`config.mk`:
```
export PLATFORM = sky130hd
export DESIGN_NAME = keyed_value_table
export DESIGN_NICKNAME = d
export VERILOG_FILES = /design/src/rtl/kvt_pkg.sv /design/src/rtl/kvt_datapath.sv /design/src/rtl/kvt_ctrl.sv /design/src/rtl/keyed_value_table.sv
export SDC_FILE = /design/constraint.sdc
export NUM_CORES = 2
export LEC_CHECK = 0
export ABC_AREA = 1
export ABC_CLOCK_PERIOD_IN_PS = 7100
export BUFFER_PORTS_ARGS = -buffer_cell sky130_fd_sc_hd__buf_2
export CORE_UTILIZATION = 32
export CTS_CLUSTER_DIAMETER = 120
export DETAILED_ROUTE_END_ITERATION = 16
export PLACE_DENSITY_LB_ADDON = 0.05
export SYNTH_ARGS = -nofsm -noshare
export SYNTH_HDL_FRONTEND = slang
export SYNTH_SLANG_ARGS = --single-unit
```
`constraint.sdc`:
```
create_clock -name clk -period 7.1 [get_ports clk]
set_input_delay 1.42 -clock clk [delete_from_list [all_inputs] [get_ports clk]]
set_output_delay 1.42 -clock clk [all_outputs]
set_load 0.01 [all_outputs]
```
`src/rtl/kvt_pkg.sv`:
```
// ----------------------------------------------------------------------------
// kvt_pkg: shared types for the keyed value table
// Request and result codes, controller states, and the command and status
// bundles that pass between the controller and the datapath.
// ----------------------------------------------------------------------------
`default_nettype none

package kvt_pkg;

    typedef enum logic [1:0] {
        ACT_INSERT = 2'd0,
        ACT_REMOVE = 2'd1,
        ACT_FIND   = 2'd2,
        ACT_CHANGE = 2'd3
    } action_t;

    typedef enum logic [1:0] {
        RES_OK        = 2'd0,
        RES_NOT_FOUND = 2'd1,
        RES_FULL      = 2'd2
    } result_t;

    typedef enum logic [1:0] {
        ST_CLEAR,
        ST_IDLE,
        ST_SCAN,
        ST_FINISH
    } state_t;

    // controller -> datapath
    typedef struct packed {
        logic load;      // capture request, restart scan
        logic advance;   // step slot index
        logic compare;   // scan compare cycle
        logic clear_wr;  // clearing pass write
        logic commit;    // apply request, load result register
    } cmd_t;

    // datapath -> controller
    typedef struct packed {
        logic addr_last;  // slot index at last slot
        logic scan_done;  // key matched or last slot compared
    } stat_t;

endpackage

`default_nettype wire

```
`src/rtl/kvt_datapath.sv`:
```
// ----------------------------------------------------------------------------
// kvt_datapath: slot memory, scan compare and result register
// Holds valid/key/value per slot in one memory, scans it one slot per cycle
// and commits the write-back and result for the current item.
// ----------------------------------------------------------------------------
`default_nettype none

module kvt_datapath #(
    parameter int ENTRIES    = 64,
    parameter int KEY_BITS   = 16,
    parameter int VALUE_BITS = 32
) (
    input  wire logic                  clk,
    input  wire logic                  rst_n,
    input  wire kvt_pkg::cmd_t         cmd_i,
    output kvt_pkg::stat_t             stat_o,
    input  wire logic [1:0]            action,
    input  wire logic [KEY_BITS-1:0]   key,
    input  wire logic [VALUE_BITS-1:0] value_in,
    output logic [1:0]                 status,
    output logic [VALUE_BITS-1:0]      value_out
);

    localparam int IW = $clog2(ENTRIES);
    localparam int EW = 1 + KEY_BITS + VALUE_BITS;
    localparam logic [IW-1:0] LAST = IW'(ENTRIES - 1);

    logic [EW-1:0] mem [ENTRIES];

    kvt_pkg::action_t        act_reg;
    logic [KEY_BITS-1:0]     key_reg;
    logic [VALUE_BITS-1:0]   val_reg;

    logic [IW-1:0]  addr_reg, addr_next;
    logic [EW-1:0]  rd_data_reg;
    logic [IW-1:0]  rd_idx_reg;
    logic           data_vld_reg;

    logic                  hit_reg, free_reg;
    logic [IW-1:0]         hit_idx_reg, free_idx_reg;
    logic [VALUE_BITS-1:0] hit_val_reg;

    logic [1:0]            out_status_reg;
    logic [VALUE_BITS-1:0] out_value_reg;

    logic                  rd_valid;
    logic [KEY_BITS-1:0]   rd_key;
    logic                  match;

    logic                  c_wr;
    logic [IW-1:0]         c_addr;
    logic                  c_vbit;
    logic [1:0]            c_status;
    logic [VALUE_BITS-1:0] c_value;

    logic                  wr_en;
    logic [IW-1:0]         wr_addr;
    logic [EW-1:0]         wr_data;

    assign rd_valid = rd_data_reg[EW-1];
    assign rd_key   = rd_data_reg[EW-2 -: KEY_BITS];
    assign match    = data_vld_reg && rd_valid && (rd_key == key_reg);

    assign stat_o.addr_last = (addr_reg == LAST);
    assign stat_o.scan_done = data_vld_reg && (match || rd_idx_reg == LAST);

    always_comb
    begin
        addr_next = addr_reg;
        if (cmd_i.load)
        begin
            addr_next = '0;
        end
        else if (cmd_i.advance && addr_reg != LAST)
        begin
            addr_next = addr_reg + 1'b1;
        end
    end

    // commit decision from the scan flags
    always_comb
    begin
        c_wr     = 1'b0;
        c_addr   = hit_idx_reg;
        c_vbit   = 1'b1;
        c_status = kvt_pkg::RES_OK;
        c_value  = '0;
        unique case (act_reg)
            kvt_pkg::ACT_INSERT:
            begin
                if (hit_reg)
                begin
                    c_wr = 1'b1;
                end
                else if (free_reg)
                begin
                    c_wr   = 1'b1;
                    c_addr = free_idx_reg;
                end
                else
                begin
                    c_status = kvt_pkg::RES_FULL;
                end
            end
            kvt_pkg::ACT_REMOVE:
            begin
                if (hit_reg)
                begin
                    c_wr    = 1'b1;
                    c_vbit  = 1'b0;
                    c_value = hit_val_reg;
                end
                else
                begin
                    c_status = kvt_pkg::RES_NOT_FOUND;
                end
            end
            kvt_pkg::ACT_FIND:
            begin
                if (hit_reg)
                begin
                    c_value = hit_val_reg;
                end
                else
                begin
                    c_status = kvt_pkg::RES_NOT_FOUND;
                end
            end
            kvt_pkg::ACT_CHANGE:
            begin
                if (hit_reg)
                begin
                    c_wr = 1'b1;
                end
                else
                begin
                    c_status = kvt_pkg::RES_NOT_FOUND;
                end
            end
            default:
            begin
                c_status = kvt_pkg::RES_NOT_FOUND;
            end
        endcase
    end

    assign wr_en   = cmd_i.clear_wr || (cmd_i.commit && c_wr);
    assign wr_addr = cmd_i.clear_wr ? addr_reg : c_addr;
    assign wr_data = cmd_i.clear_wr ? {1'b0, key_reg, val_reg}
                                    : {c_vbit, key_reg, val_reg};

    always_ff @(posedge clk)
    begin
        if (wr_en)
        begin
            mem[wr_addr] <= wr_data;
        end
        rd_data_reg <= mem[addr_reg];
        rd_idx_reg  <= addr_reg;
    end

    always_ff @(posedge clk)
    begin
        if (cmd_i.load)
        begin
            act_reg <= kvt_pkg::action_t'(action);
            key_reg <= key;
            val_reg <= value_in;
        end
        if (cmd_i.compare && match)
        begin
            hit_idx_reg <= rd_idx_reg;
            hit_val_reg <= rd_data_reg[VALUE_BITS-1:0];
        end
        if (cmd_i.compare && data_vld_reg && !rd_valid && !free_reg)
        begin
            free_idx_reg <= rd_idx_reg;
        end
        if (cmd_i.commit)
        begin
            out_status_reg <= c_status;
            out_value_reg  <= c_value;
        end
    end

    always_ff @(posedge clk or negedge rst_n)
    begin
        if (!rst_n)
        begin
            addr_reg     <= '0;
            data_vld_reg <= 1'b0;
            hit_reg      <= 1'b0;
            free_reg     <= 1'b0;
        end
        else
        begin
            addr_reg     <= addr_next;
            data_vld_reg <= cmd_i.compare && !cmd_i.load;
            if (cmd_i.load)
            begin
                hit_reg  <= 1'b0;
                free_reg <= 1'b0;
            end
            else if (cmd_i.compare)
            begin
                if (match)
                begin
                    hit_reg <= 1'b1;
                end
                if (data_vld_reg && !rd_valid)
                begin
                    free_reg <= 1'b1;
                end
            end
        end
    end

    assign status    = out_status_reg;
    assign value_out = out_value_reg;

`ifndef SYNTHESIS
    // first scan cycle after a load never carries compare data
    a_load_clears_data: assert property (@(posedge clk) disable iff (!rst_n)
        cmd_i.load |=> !data_vld_reg)
        else $error("stale read data after load");

    // a matching compare ends the scan
    a_hit_stops_scan: assert property (@(posedge clk) disable iff (!rst_n)
        cmd_i.compare && match |-> stat_o.scan_done)
        else $error("match did not end scan");

    // a matching compare is recorded for the commit
    a_match_sets_hit: assert property (@(posedge clk) disable iff (!rst_n)
        cmd_i.compare && match |=> hit_reg)
        else $error("hit not recorded");
`endif

endmodule

`default_nettype wire

```
`src/rtl/kvt_ctrl.sv`:
```
// ----------------------------------------------------------------------------
// kvt_ctrl: request sequencer
// Runs the clearing pass after reset, then per item: accept, scan, commit.
// Owns the result valid flag.
// ----------------------------------------------------------------------------
`default_nettype none

module kvt_ctrl (
    input  wire logic           clk,
    input  wire logic           rst_n,
    input  wire logic           in_valid,
    output logic                in_ready,
    output logic                out_valid,
    input  wire logic           out_ready,
    output kvt_pkg::cmd_t       cmd_o,
    input  wire kvt_pkg::stat_t stat_i
);

    kvt_pkg::state_t state_reg, state_next;
    logic            out_valid_reg, out_valid_next;
    logic            out_free;

    assign out_free = !out_valid_reg || out_ready;

    always_comb
    begin
        state_next = state_reg;
        unique case (state_reg)
            kvt_pkg::ST_CLEAR:
            begin
                if (stat_i.addr_last)
                begin
                    state_next = kvt_pkg::ST_IDLE;
                end
            end
            kvt_pkg::ST_IDLE:
            begin
                if (in_valid)
                begin
                    state_next = kvt_pkg::ST_SCAN;
                end
            end
            kvt_pkg::ST_SCAN:
            begin
                if (stat_i.scan_done)
                begin
                    state_next = kvt_pkg::ST_FINISH;
                end
            end
            kvt_pkg::ST_FINISH:
            begin
                if (out_free)
                begin
                    state_next = kvt_pkg::ST_IDLE;
                end
            end
            default:
            begin
                state_next = kvt_pkg::ST_CLEAR;
            end
        endcase
    end

    always_comb
    begin
        cmd_o    = '0;
        in_ready = 1'b0;
        unique case (state_reg)
            kvt_pkg::ST_CLEAR:
            begin
                cmd_o.clear_wr = 1'b1;
                cmd_o.advance  = 1'b1;
            end
            kvt_pkg::ST_IDLE:
            begin
                in_ready   = 1'b1;
                cmd_o.load = in_valid;
            end
            kvt_pkg::ST_SCAN:
            begin
                cmd_o.advance = 1'b1;
                cmd_o.compare = 1'b1;
            end
            kvt_pkg::ST_FINISH:
            begin
                cmd_o.commit = out_free;
            end
            default:
            begin
                cmd_o = '0;
            end
        endcase
    end

    always_comb
    begin
        out_valid_next = out_valid_reg;
        if (cmd_o.commit)
        begin
            out_valid_next = 1'b1;
        end
        else if (out_ready)
        begin
            out_valid_next = 1'b0;
        end
    end

    always_ff @(posedge clk or negedge rst_n)
    begin
        if (!rst_n)
        begin
            state_reg     <= kvt_pkg::ST_CLEAR;
            out_valid_reg <= 1'b0;
        end
        else
        begin
            state_reg     <= state_next;
            out_valid_reg <= out_valid_next;
        end
    end

    assign out_valid = out_valid_reg;

`ifndef SYNTHESIS
    a_accept_starts_scan: assert property (@(posedge clk) disable iff (!rst_n)
        in_valid && in_ready |=> state_reg == kvt_pkg::ST_SCAN)
        else $error("accepted item did not start a scan");

    a_scan_to_finish: assert property (@(posedge clk) disable iff (!rst_n)
        state_reg == kvt_pkg::ST_SCAN && stat_i.scan_done
        |=> state_reg == kvt_pkg::ST_FINISH)
        else $error("scan end missed");

    a_finish_gives_result: assert property (@(posedge clk) disable iff (!rst_n)
        state_reg == kvt_pkg::ST_FINISH && !out_valid_reg |=> out_valid_reg)
        else $error("result not presented");
`endif

endmodule

`default_nettype wire

```
`src/rtl/keyed_value_table.sv`:
```
// ----------------------------------------------------------------------------
// keyed_value_table: bounded key/value map with insert, remove, find, change
// Items are handled one at a time; the next is accepted once the last commits.
// Reset: a clearing pass over every slot empties the table; in_ready low.
// ----------------------------------------------------------------------------
`default_nettype none

// Structure
//   kvt_ctrl     : sequencer (clear pass, accept, scan, commit) and out_valid.
//   kvt_datapath : one memory word per slot holding {valid, key, value},
//                  read one slot per cycle with a registered read port.
// Per item:
//   accept  - request captured, slot index restarts at zero.
//   scan    - slot i read, compared the cycle after; first matching key and
//             lowest free slot recorded; ends on a match or after the last
//             slot.
//   finish  - write-back (insert/replace, free on remove, change) and result
//             loaded into the output register once that register is free.
// A result waiting on out_ready does not block the next accept; only the
// commit of the following item waits for it.

module keyed_value_table #(
    parameter int ENTRIES    = 64,
    parameter int KEY_BITS   = 16,
    parameter int VALUE_BITS = 32
) (
    input  wire logic                  clk,
    input  wire logic                  rst_n,
    input  wire logic                  in_valid,
    output logic                       in_ready,
    input  wire logic [1:0]            action,
    input  wire logic [KEY_BITS-1:0]   key,
    input  wire logic [VALUE_BITS-1:0] value_in,
    output logic                       out_valid,
    input  wire logic                  out_ready,
    output logic [1:0]                 status,
    output logic [VALUE_BITS-1:0]      value_out
);

    kvt_pkg::cmd_t  cmd;
    kvt_pkg::stat_t stat;

    kvt_ctrl u_ctrl (
        .clk       (clk),
        .rst_n     (rst_n),
        .in_valid  (in_valid),
        .in_ready  (in_ready),
        .out_valid (out_valid),
        .out_ready (out_ready),
        .cmd_o     (cmd),
        .stat_i    (stat)
    );

    kvt_datapath #(
        .ENTRIES    (ENTRIES),
        .KEY_BITS   (KEY_BITS),
        .VALUE_BITS (VALUE_BITS)
    ) u_datapath (
        .clk       (clk),
        .rst_n     (rst_n),
        .cmd_i     (cmd),
        .stat_o    (stat),
        .action    (action),
        .key       (key),
        .value_in  (value_in),
        .status    (status),
        .value_out (value_out)
    );

endmodule

`default_nettype wire

```
### Yosys cells after proc, flatten, opt, wreduce, memory -nomap -nowiden

Memory sizes are Yosys's and may differ from the RTL's. A register that Yosys moved wholly into a read port is not among the register bits.
Index checks and enable logic that the tools add are counted.

| word-level totals | value |
|---|---|
| bits in registers | 146 |
| RAM bits | 3136 |
| input bits | 54 |
| word-level logic and storage cells | 102 |
| memories kept | 1 |

Memories:

| name | words | bits a word | read ports | clocked after Yosys merged registers in | wr ports | line | text |
|---|---|---|---|---|---|---|---|
| u_datapath.mem | 64 | 49 | 1 | 1 | 1 | kvt_datapath.sv:28 | `logic [EW-1:0] mem [ENTRIES];` |

| operators by class | value |
|---|---|
| $add $sub $neg | 1 |
| equality and inequality tests | 14 |
| muxes and demuxes | 38 |
| reductions and logical operators | 33 |

Operator list:

| operator | number |
|---|---|
| $mux W49 | 1 |
| $mux W6 | 6 |
| $mux W1 | 22 |
| $eq A16 B16 Y1 | 1 |
| $eq A6 B6 Y1 const B | 2 |
| $mux W2 | 6 |
| $logic_and A1 B1 Y1 | 11 |
| $reduce_bool A2 Y1 | 5 |
| $eq A2 B2 Y1 const B | 4 |
| $pmux W2 S4 | 1 |
| $add A6 B1 Y6 const B | 1 |
| $ne A2 B2 Y1 const B | 3 |
| $ne A6 B6 Y1 const B | 1 |
| $reduce_and A2 Y1 | 3 |
| $reduce_or A2 Y1 | 3 |
| $eq A2 B1 Y1 const B | 2 |
| $logic_not A1 Y1 | 4 |
| $logic_not A2 Y1 | 2 |
| $pmux W2 S2 | 1 |
| $reduce_and A4 Y1 | 1 |
| $logic_or A1 B1 Y1 | 3 |
| $reduce_or A3 Y1 | 1 |
| $ne A2 B1 Y1 const B | 1 |
| $pmux W1 S2 | 1 |

### Logic depth before layout (Yosys ltp)

| depth | value |
|---|---|
| depth in word-level cells | 7 |
| gate-level depth with buffers | 15 |
| depth with buffers taken out | 13 |

### By module

A second synthesis with hierarchy kept.

| unflattened totals | value |
|---|---|
| cells, all modules | 12240 |
| area, all modules | 137323.0 sq um |

By module, submodules not included:

| module | times used | cells an instance | area an instance (sq um) | sequential area each (sq um) |
|---|---|---|---|---|
| kvt_datapath | 1 | 12204 | 137031.4 | 99340.3 |
| kvt_ctrl | 1 | 36 | 291.5 | 75.1 |

### Worst setup path after synthesis

No wires, ideal clock.

| timing path | value |
|---|---|
| path kind | input to register |
| start | input out_ready |
| end | memory u_datapath.mem[40][0] in the netlist's numbering, enable pin |
| setup time | 0.456 ns |
| arrival time | 5.961 ns |
| slack | 0.683 ns |
| cell stages on the path | 6 |
| path buffers | 0 |
| cells stage by stage | inv_1 a21oi_1 a31oi_1 clkinv_1 nand3_1 nor2_1 |

RTL lines:

| item | line | text |
|---|---|---|
| start, declared | keyed_value_table.sv:35 | `input wire logic out_ready,` |
| end, declared | kvt_datapath.sv:28 |  |

### Worst setup path after layout

| timing path | value |
|---|---|
| start | register u_datapath.addr_reg[1] |
| end | memory u_datapath.mem[58][22] in the netlist's numbering, enable pin |

| on the way | value |
|---|---|
| longest elaborated chain between the ends | 1 |

Ends and longest elaborated chain:

| item | line | text |
|---|---|---|
| start, declared | kvt_datapath.sv:34 | `logic [IW-1:0] addr_reg, addr_next;` |
| start signal, assigned | kvt_datapath.sv:197 | `addr_reg <= addr_next;` |
| $mux W6 | kvt_datapath.sv:148 | `assign wr_addr = cmd_i.clear_wr ? addr_reg : c_addr;` |

Every way passes these cells.

==> impl_results.md <==
- Status: complete, no violations
- Synth cell count leaders: edfxtp_1 (3264), nor2_1 (2010), o21ai_0 (1454)
- EDFF count, synth: 3264
- Slew HR: 14.6%
- Layout fillers: ~39000
- Largest stage delay, worst path: between 1000 and 1500 ps
- Tmin final: slightly below 5000 ps
- Tcrit/Tclk final: 68.6%
- Net Switching: 8250 µW
- Setup-failing EPs final: 0
- Antenna Nets Post-Route: 0
- Hold Buf Count CTS: 0
- Insertion delay to the later sink of the worst-skew pair: between 900 and 1000 ps
- Yosys top cell area share: 74.9%
- Clock root buffer master: clkbuf_16
- Worst min path class: flop to flop
- Initial core utilization: about 32%
- Ys async rst share: 0.360%
- Max cap viols: 0
- Crit end category: flop
- Clock Power Share: around 48%
- CTS clk-pin slew, worst paths: 60 ps
- Die width: approximately 640 µm
- Syn Inst Count: 10200
- Die height: 642 µm
- IO Count: 90
- Nets: roughly 10000
- Flop and latch count out of synthesis: between 3000 and 4000
- Post-synth net total: a little over 10000
- Worst Tran Pin Value: 1280 ps
- Grt total ovfl: 0
- Final Skew: 44.1 ps
- Flop pwr share: between 50 and 60%
- First-pass GRT wire length: 635 mm
- Critical path launch point type: flop
- Switch share: 20.3%
- Setup repair after global routing missed its margin: false
- Share of cells above drive strength 1: 9.15%
- Internal: 32400 µW
- Max reg flops: 3136
- Vias in the first global route: ~81000
- Worst EP required: around 7700 ps
- Crit Path Max Fanout: 83
- Placed wire-length estimate: 250 mm
- Synthesized area per cell: 12.8 µm²
- Core Region: 407000 µm²
- Clock sink count: approximately 3300
- Worst EP arrival: 5470 ps
- CTS max path bufs: 4
- Post_cts resized: 0
- Routed WL: 452 mm
- Die area: 412000 µm²
- Critical-path cell list: inv_8 -> o21ai_1 -> inv_1 -> nor2_1 -> nand3_1 -> nor2_4 -> buf_12
- Final TNS setup: 0 ps
- Area leader, netlist: edfxtp_1
- Placer's final routability congestion estimate: 0.796
- Most used DFF post-synth: edfxtp_1
- Max Fclk: around 0.21 GHz
- DP Cell Count: between 15000 and 20000
- Rows: 234
- Seq/Total Area, Yosys: 76.0%
- Gr usage total: 21.5%
- Count of cell types in the netlist: 32
- Final Hold Vio Count: 0
- DR WL/cell: 28.2 µm
- P_leak: 0.0480 µW
- Port bufs: a little under 90
- Layout area overhead: 14.9%
- Largest net degree at the start of global routing: 180
- Yosys warns: 0
- Post-Syn Area: 131000 µm²
- Drt pass-1 iters: 6
- Critical path type: flop to flop
- Max-slew violation count: 0
- H-Tree Depth: 5
- DR DRC count: 0
- CTS buffer count: 389
- Multi-input logic area: 28200 µm²
- CTS tree: yes
- Initial antenna violation count: 43
- Sequential cell area: 99400 µm²
- Top-count cell post-synth: edfxtp_1
- Slowest CP cell: nor2_4
- Via count: 82300
- Non-Filler Instances: 16000
- Power per cell area: 271 nW/µm²
- Post-CTS Setup Inserts: 0
- VDD IR-drop max: 0.206 mV
- Comb pwr share: 0.1%
- Drt via density: 5.14
- Largest cells by area after synthesis: edfxtp_1 (75%), nor2_1 (5.8%), o21ai_0 (5.6%), nand2_1 (3.4%), o211ai_1 (2.4%)
- Initial DRC Count: between 7000 and 8000
==> layout by cell type (no fill, tap or decap), drive strengths merged, types with 3 or more instances in the layout <==
| cell | n |
|---|---|
| o211ai | 419 |
| nand4 | 5 |
| o31ai | 22 |
| o21ai | 1473 |
| bufinv | 23 |
| clkinvlp | 9 |
| o221ai | 12 |
| clkinv | 202 |
| nor3 | 3 |
| nand3 | 489 |
| inv | 170 |
| ha | 11 |
| diode | 13 |
| nor2 | 2010 |
| dfxtp | 55 |
| edfxtp | 3264 |
| a21oi | 72 |
| xnor2 | 4 |
| nand2 | 1182 |
| dfrtp | 12 |
| buf | 337 |
| o22ai | 288 |
| clkbuf | 503 |
==> cell type report <==
type / count / share of cell area, %
Sequential cell: 3331 / 66.1
Multi-Input combinational cell: 5997 / 18.7
Clock buffer: 503 / 6.91
Tap cell: 5428 / 4.52
Timing Repair Buffer: 337 / 1.97
Clock inverter: 213 / 1.21
Inverter: 191 / 0.503
Antenna cell: 13 / 0.0216
==> kinds of logic (layout without fill, tap and decap cells) <==
| family | count (synthesis) | after routing | synth area share, % |
|---|---|---|---|
| AOI/OAI and AO/OA | 2288 | 2288 | 9.92 |
| adders and majority gates | 11 | 11 | 0.105 |
| other | 0 | 13 | 0 |
| DFF | 3331 | 3331 | 76.0 |
| and+or+nand+nor | 3694 | 3694 | 11.1 |
| buffers and inverters | 870 | 1244 | 2.90 |
| xor gates and xnor gates | 4 | 4 | 0.0268 |
==> worst max-delay path, delay by kind of cell (launching register included) <==
kind | cells | cell delay, ps
AOI/OAI and AO/OA | 1 | 470
buffers and inverters | 3 | 770
and+or+nand+nor | 3 | 2190
DFF | 1 | 900
==> power by group through the flow <==
| stage | registers (µW) | clock network [µW] | logic [µW] |
|---|---|---|---|
| final | 21300 | 19400 | 20.7 |
| after global routing | 21200 | 20600 | 22.5 |
| after CTS | 21300 | 19900 | 22.4 |
| after detailed placement | 21700 | 0 | 22.3 |
| after global placement | 21700 | 0 | 21.8 |
| after floorplan | 21700 | 0 | 0.181 |
==> worst paths after layout <==
| check | cells after the start | startpoint | slack [ps] | to |
|---|---|---|---|---|
| setup reg to reg | 7 | u_datapath.addr_reg[1]$_DFFE_PN0P_ | 2230 | u_datapath.mem[58][22]$_DFFE_PP_ |
| min in group asynchronous | 1 | rst_n | 460 | u_datapath.free_reg$_DFFE_PN0P_ |
| setup / recovery | 7 | u_datapath.addr_reg[1]$_DFFE_PN0P_ | 2230 | u_datapath.mem[58][22]$_DFFE_PP_ |
| max in group asynchronous | 1 | rst_n | 6210 | u_datapath.addr_reg[1]$_DFFE_PN0P_ |
| hold reg to reg | 0 | u_datapath.rd_data_reg[4]$_DFF_P_ | 400 | u_datapath.hit_val_reg[4]$_DFFE_PP_ |
| hold / removal | 0 | u_datapath.rd_data_reg[4]$_DFF_P_ | 400 | u_datapath.hit_val_reg[4]$_DFFE_PP_ |
==> stage by stage <==
step                      area (µm²)  setup WS (ps)  hold WS, ps  power, µW  util (%)
after global routing          150000           2060          408      41800      37.0
final                         150000           2230          403      40700      37.0
after CTS                     150000           2280          390      41200      37.0
after detailed placement      138000           2140          391      21700      34.0
after global placement        138000           2090          394      21700      34.0
after floorplan               131000            683          374      21700         -
==> routing by layer <==
layer	up-vias	global-route usage [%]	routed length [µm]
met5	-	0	0
met4	0	4.69	9670
met3	547	1.97	18800
met2	2015	35.4	213000
met1	42500	30.9	211000
li1	37200	-	-
(Power assumes the default switching activity.)
